===== src/rtl/core/salc_ram.sv =====
`default_nettype none

module salc_ram #(
  parameter int WIDTH = 8,
  parameter int DEPTH = 16
) (
  input  wire logic                                       clk,
  input  wire logic                                       we,
  input  wire logic [((DEPTH > 1) ? $clog2(DEPTH) : 1)-1:0] waddr,
  input  wire logic [WIDTH-1:0]                           wdata,
  input  wire logic                                       re,
  input  wire logic [((DEPTH > 1) ? $clog2(DEPTH) : 1)-1:0] raddr,
  output logic      [WIDTH-1:0]                           rdata
);

  logic [WIDTH-1:0] mem [DEPTH];

  // Single write port.
  always_ff @(posedge clk) begin
    if (we) begin
      mem[waddr] <= wdata;
    end
  end

  // Registered read port.
  always_ff @(posedge clk) begin
    if (re) begin
      rdata <= mem[raddr];
    end
  end

endmodule

`default_nettype wire


===== config.mk =====
export PLATFORM = sky130hd
export DESIGN_NAME = salc_ram
export DESIGN_NICKNAME = d
export VERILOG_FILES = /design/src/rtl/core/salc_ram.sv
export SDC_FILE = /design/constraint.sdc
export NUM_CORES = 1
export LEC_CHECK = 0
export BUFFER_PORTS_ARGS = -buffer_cell sky130_fd_sc_hd__buf_2
export CAP_MARGIN = 20
export CORE_AREA = 4 4 145 133
export DETAILED_ROUTE_END_ITERATION = 8
export DIE_AREA = 0 0 149 137
export PLACE_DENSITY_LB_ADDON = 0.12
export SLEW_MARGIN = 10
export SYNTH_ARGS = -nofsm -noshare
export SYNTH_HDL_FRONTEND = slang
export SYNTH_SLANG_ARGS = --single-unit

===== constraint.sdc =====
create_clock -name clk -period 4.2 [get_ports clk]
set_input_delay 0.84 -clock clk [delete_from_list [all_inputs] [get_ports clk]]
set_output_delay 0.84 -clock clk [all_outputs]
set_load 0.01 [all_outputs]

## Word-level counts from Yosys, hierarchy flattened

Memories as Yosys holds them, arrays and structs flattened. A register that Yosys moved wholly into a read port is not among the register bits.
Index checks and enable logic that the tools add are counted.

- Memory bits (writable): 128
- Memories kept: 1
- Output and inout bits: 8
- Flip-flop bits (word level): 0
- Bits of input ports: 19

- Mux-type cells: 2

Memory list:

| name | depth | bits a word | rd ports | clocked after memory_dff | wr ports | line | text |
|---|---|---|---|---|---|---|---|
| mem | 16 | 8 | 1 | 1 | 1 | 16 | `logic [WIDTH-1:0] mem [DEPTH];` |

Operators with widths:

| kind | number |
|---|---|
| $mux 1 | 2 |

## Logic depth before layout (Yosys ltp)

- Depth in word-level cells: 2
- Gate-level depth with buffers: 5

## Least setup slack after synthesis

OpenSTA, ideal clock, no wires.

- Path type: input to register
- From: input port waddr[2] (netlist name)
- To: memory mem[0][0] (enable)
- Slack: 1867 ps
- Required time: 3817 ps
- Stages on the path: 2
- Arrival time: 1950 ps
- Cells stage by stage: or3b_2 > nor3_1

RTL lines:

| what | line | text |
|---|---|---|
| from (decl) | 9 | `input wire logic [((DEPTH > 1) ? $clog2(DEPTH) : 1)-1:0] waddr,` |
| to (decl) | 16 |  |

No word-level cell before the write port.

## Worst setup path after layout

- From: input port waddr[2] (netlist name)
- To: memory mem[3][2] (enable)

No word-level cell before the write port.

==> impl_metrics.toml <==
[logic_synthesis]
async_flop_share_pct = 0
synth_common_cells = "136 x edfxtp_1, 18 x mux4_2, 16 x a22oi_1"
synth_flop_cell = "edfxtp_1"
netlist_area_sq_um = 5230
ys_warn_count = 0
synth_top_area_cell = "edfxtp_1"
ys_ff_latch = 136
synth_cell_types = 18
yosysSeqAreaShare_pct = 78.1
netlist.area_leader.share_pct = 78.1
syn_inst = 229
synth-edff-count = 136
yosysMostFrequentCell = "edfxtp_1"
syn_nets = 248
syn_area_per_cell_sq_um = 22.8
synth.area.top_cells = "edfxtp_1 78%, mux4_2 7.8%, mux4_1 7.0%, a22oi_1 2.3%, nor2_1 0.93%"

[worst_setup_path]
arrival_ns = 2.24
start_kind = "input port"
rr_startpoint = "mem[1][2]$_DFFE_PP_"
cp_slowest_stage_delay_ns = 0.76
cp.required_ns = 4.23
rrSetupSlack_ns = 2.73
path_class = "input port to flip-flop"
cp_max_fo = 8
path_buf_inv = 1
crit_slowest_cell = "nor2_1"
path_cells = "buf_2 > or3b_2 > nor2_1"
reg2reg_depth = 3
reg2reg_to = "rdata[2]$_DFFE_PP_"
crit_family = "simple AND/OR/NAND/NOR gates"
cp-end-kind = "flip-flop"

[grt]
grt_overflow = 0
first_global_vias = 2487
grt_pass1_wl_um = 16800
grt_max_degree = 33
grt_use_total_pct = 12.0
antenna_found_initial = 0

[die]
initial_core_util_pct = 29.7
coreArea_sq_um = 17600
num_rows = 46
fp.dieH_um = 137
io_pins = 27
fp.dieW_um = 149
die-area_sq_um = 20400

[cts]
ctsHtreeMaxLevel = 4
cts_tree = "yes"
path_clk_slew_ns = 0.06
postCtsHoldBufs = 0
cts_resized = 0
cts_buffers = 17
cts.sinks = 136
post_cts_buffers = 0
clk_root_buffer_cell = "clkbuf_16"
clockBufferDepth = 2
insertion_delay_ns = 0.41

[timing]
fin_crit_sh_pct = 52.7
slew_viol_final = 0
setup_ws_ns = 1.99
tns_ns = 0
max_clock_freq_mhz = 452
relSlewSlack_pct = 35.2
tightest_slew_ns = 0.969
finalClockSkew_ns = 0.00336
grt_setup_unrepaired = "false"
timing.final.setup_violations = 0
finalHoldViolCount = 0
layout_min_cycle_time_ns = 2.21

[final_layout]
multi_input_area_sq_um = 1060
fin_util_pct = 35.5
stdcell_area_sq_um = 6240
drive_gt1_share_pct = 29.3
nNetsFinal = 289
register_area_sq_um = 4080
synthToLayoutAreaGrowth_pct = 19.4
n_fill_cell = 1647
diodes = 0

[run_status]
status = "completed"

[place]
io_buffers = 26
hpwl_um = 7280
dpl_cell_area_sq_um = 5620
place_congestion = 0.660
place_ws_ns = 1.53

[hold_path]
hold_start = "mem[11][1]$_DFFE_PP_"
min_path_cells = 3
min_path_type = "flip-flop to flip-flop"
worstHoldEndpoint = "rdata[1]$_DFFE_PP_"

[job]
drv_cap = 0

[pwr]
finalPower_mw = 3.24
leakagePower_nw = 2.04
powerDensity_nw_per_um2 = 518
p_switching_mw = 0.657
p_int_mw = 2.58
swShare_pct = 20.3
p_comb_share_pct = 4.3
clkPwrFrac_pct = 48.1
ir_drop_uv = 220
p_seq_share_pct = 47.5

[detailed_routing]
drc = 0
dr_total_vias = 2380
drt-total-wl_um = 11500
ant_nets = 0
routedWlPerCell_um = 21.9
drtPass1Iterations = 4
drt_iter0_markers = 189
drt-vias-per-instance = 4.55
-- how the worst max path moves through the flow --
stage	slack [ns]	cells after the start	end	startpoint
2_1_floorplan	1.87	2	mem[0][0]$_DFFE_PP_	waddr[2]
3_3_place_gp	1.52	4	rdata[6]$_DFFE_PP_	raddr[1]
3_5_place_dp	1.53	4	rdata[6]$_DFFE_PP_	raddr[1]
4_1_cts	1.97	4	rdata[6]$_DFFE_PP_	raddr[1]
5_1_grt	1.94	4	rdata[6]$_DFFE_PP_	raddr[1]
6_report	1.99	3	mem[3][2]$_DFFE_PP_	waddr[2]
-- flip-flops by register name, indices dropped and copies added (netlist names) --
register and count:
mem 128, rdata 8
-- area by class of cell --
class	count	share of cell area (%)
clock buffer	17	6.81
sequential	136	65.4
timing repair buffer	32	2.81
tap	240	4.81
multi-input combinational	83	16.9
clock inverter	15	3.23
-- power groups by stage --
stage               Combinational, mW  Sequential (mW)  Clock (mW)
floorplan                      0.0772             1.57           0
global placement                0.144             1.57           0
global route                    0.155             1.54        1.67
CTS                             0.146             1.54        1.59
detailed placement              0.146             1.57           0
finish                          0.140             1.54        1.56
-- stage by stage --
stage,instances,hold WS (ns)
6_report,523,0.770
5_1_grt,523,0.799
4_1_cts,523,0.767
3_5_place_dp,491,0.753
3_3_place_gp,491,0.751
2_1_floorplan,229,0.705
-- worst register-to-register path, cell delays in order, from the launching register on --
cell      delay, ns
edfxtp_1       0.35
mux4_1         0.50
a22oi_1        0.29
nand2_1        0.08
-- metal layers --
metal	routed length, um	up-vias	GRT usage [%]	part of all wire, %
li1	-	1064	-	-
met1	5410	1260	16.2	47
met2	5430	49	18.4	47
met3	504	7	4.01	4.4
met4	108	0	3.86	0.94
met5	0	-	0	0
-- cell families (layout without fill, tap and decap cells) --
family | after synthesis | in the layout | synth area share, %
compound gates | 16 | 16 | 2.30
simple gates | 35 | 35 | 3.14
buf+inv | 10 | 64 | 1.65
mux | 32 | 32 | 14.8
flops | 136 | 136 | 78.1
-- cell usage in the layout (no fill, tap or decap), types with 4 or more instances in the layout --
cell type / netlist / final
edfxtp_1: 136 / 136
clkbuf_16: 0 / 17
nor3_1: 4 / 4
a22oi_1: 16 / 16
mux4_1: 14 / 14
bufinv_16: 0 / 4
nand2_1: 9 / 9
nor2_1: 13 / 13
buf_2: 3 / 26
mux4_2: 18 / 18
buf_4: 1 / 6
Power figures use the tool's default switching activity.
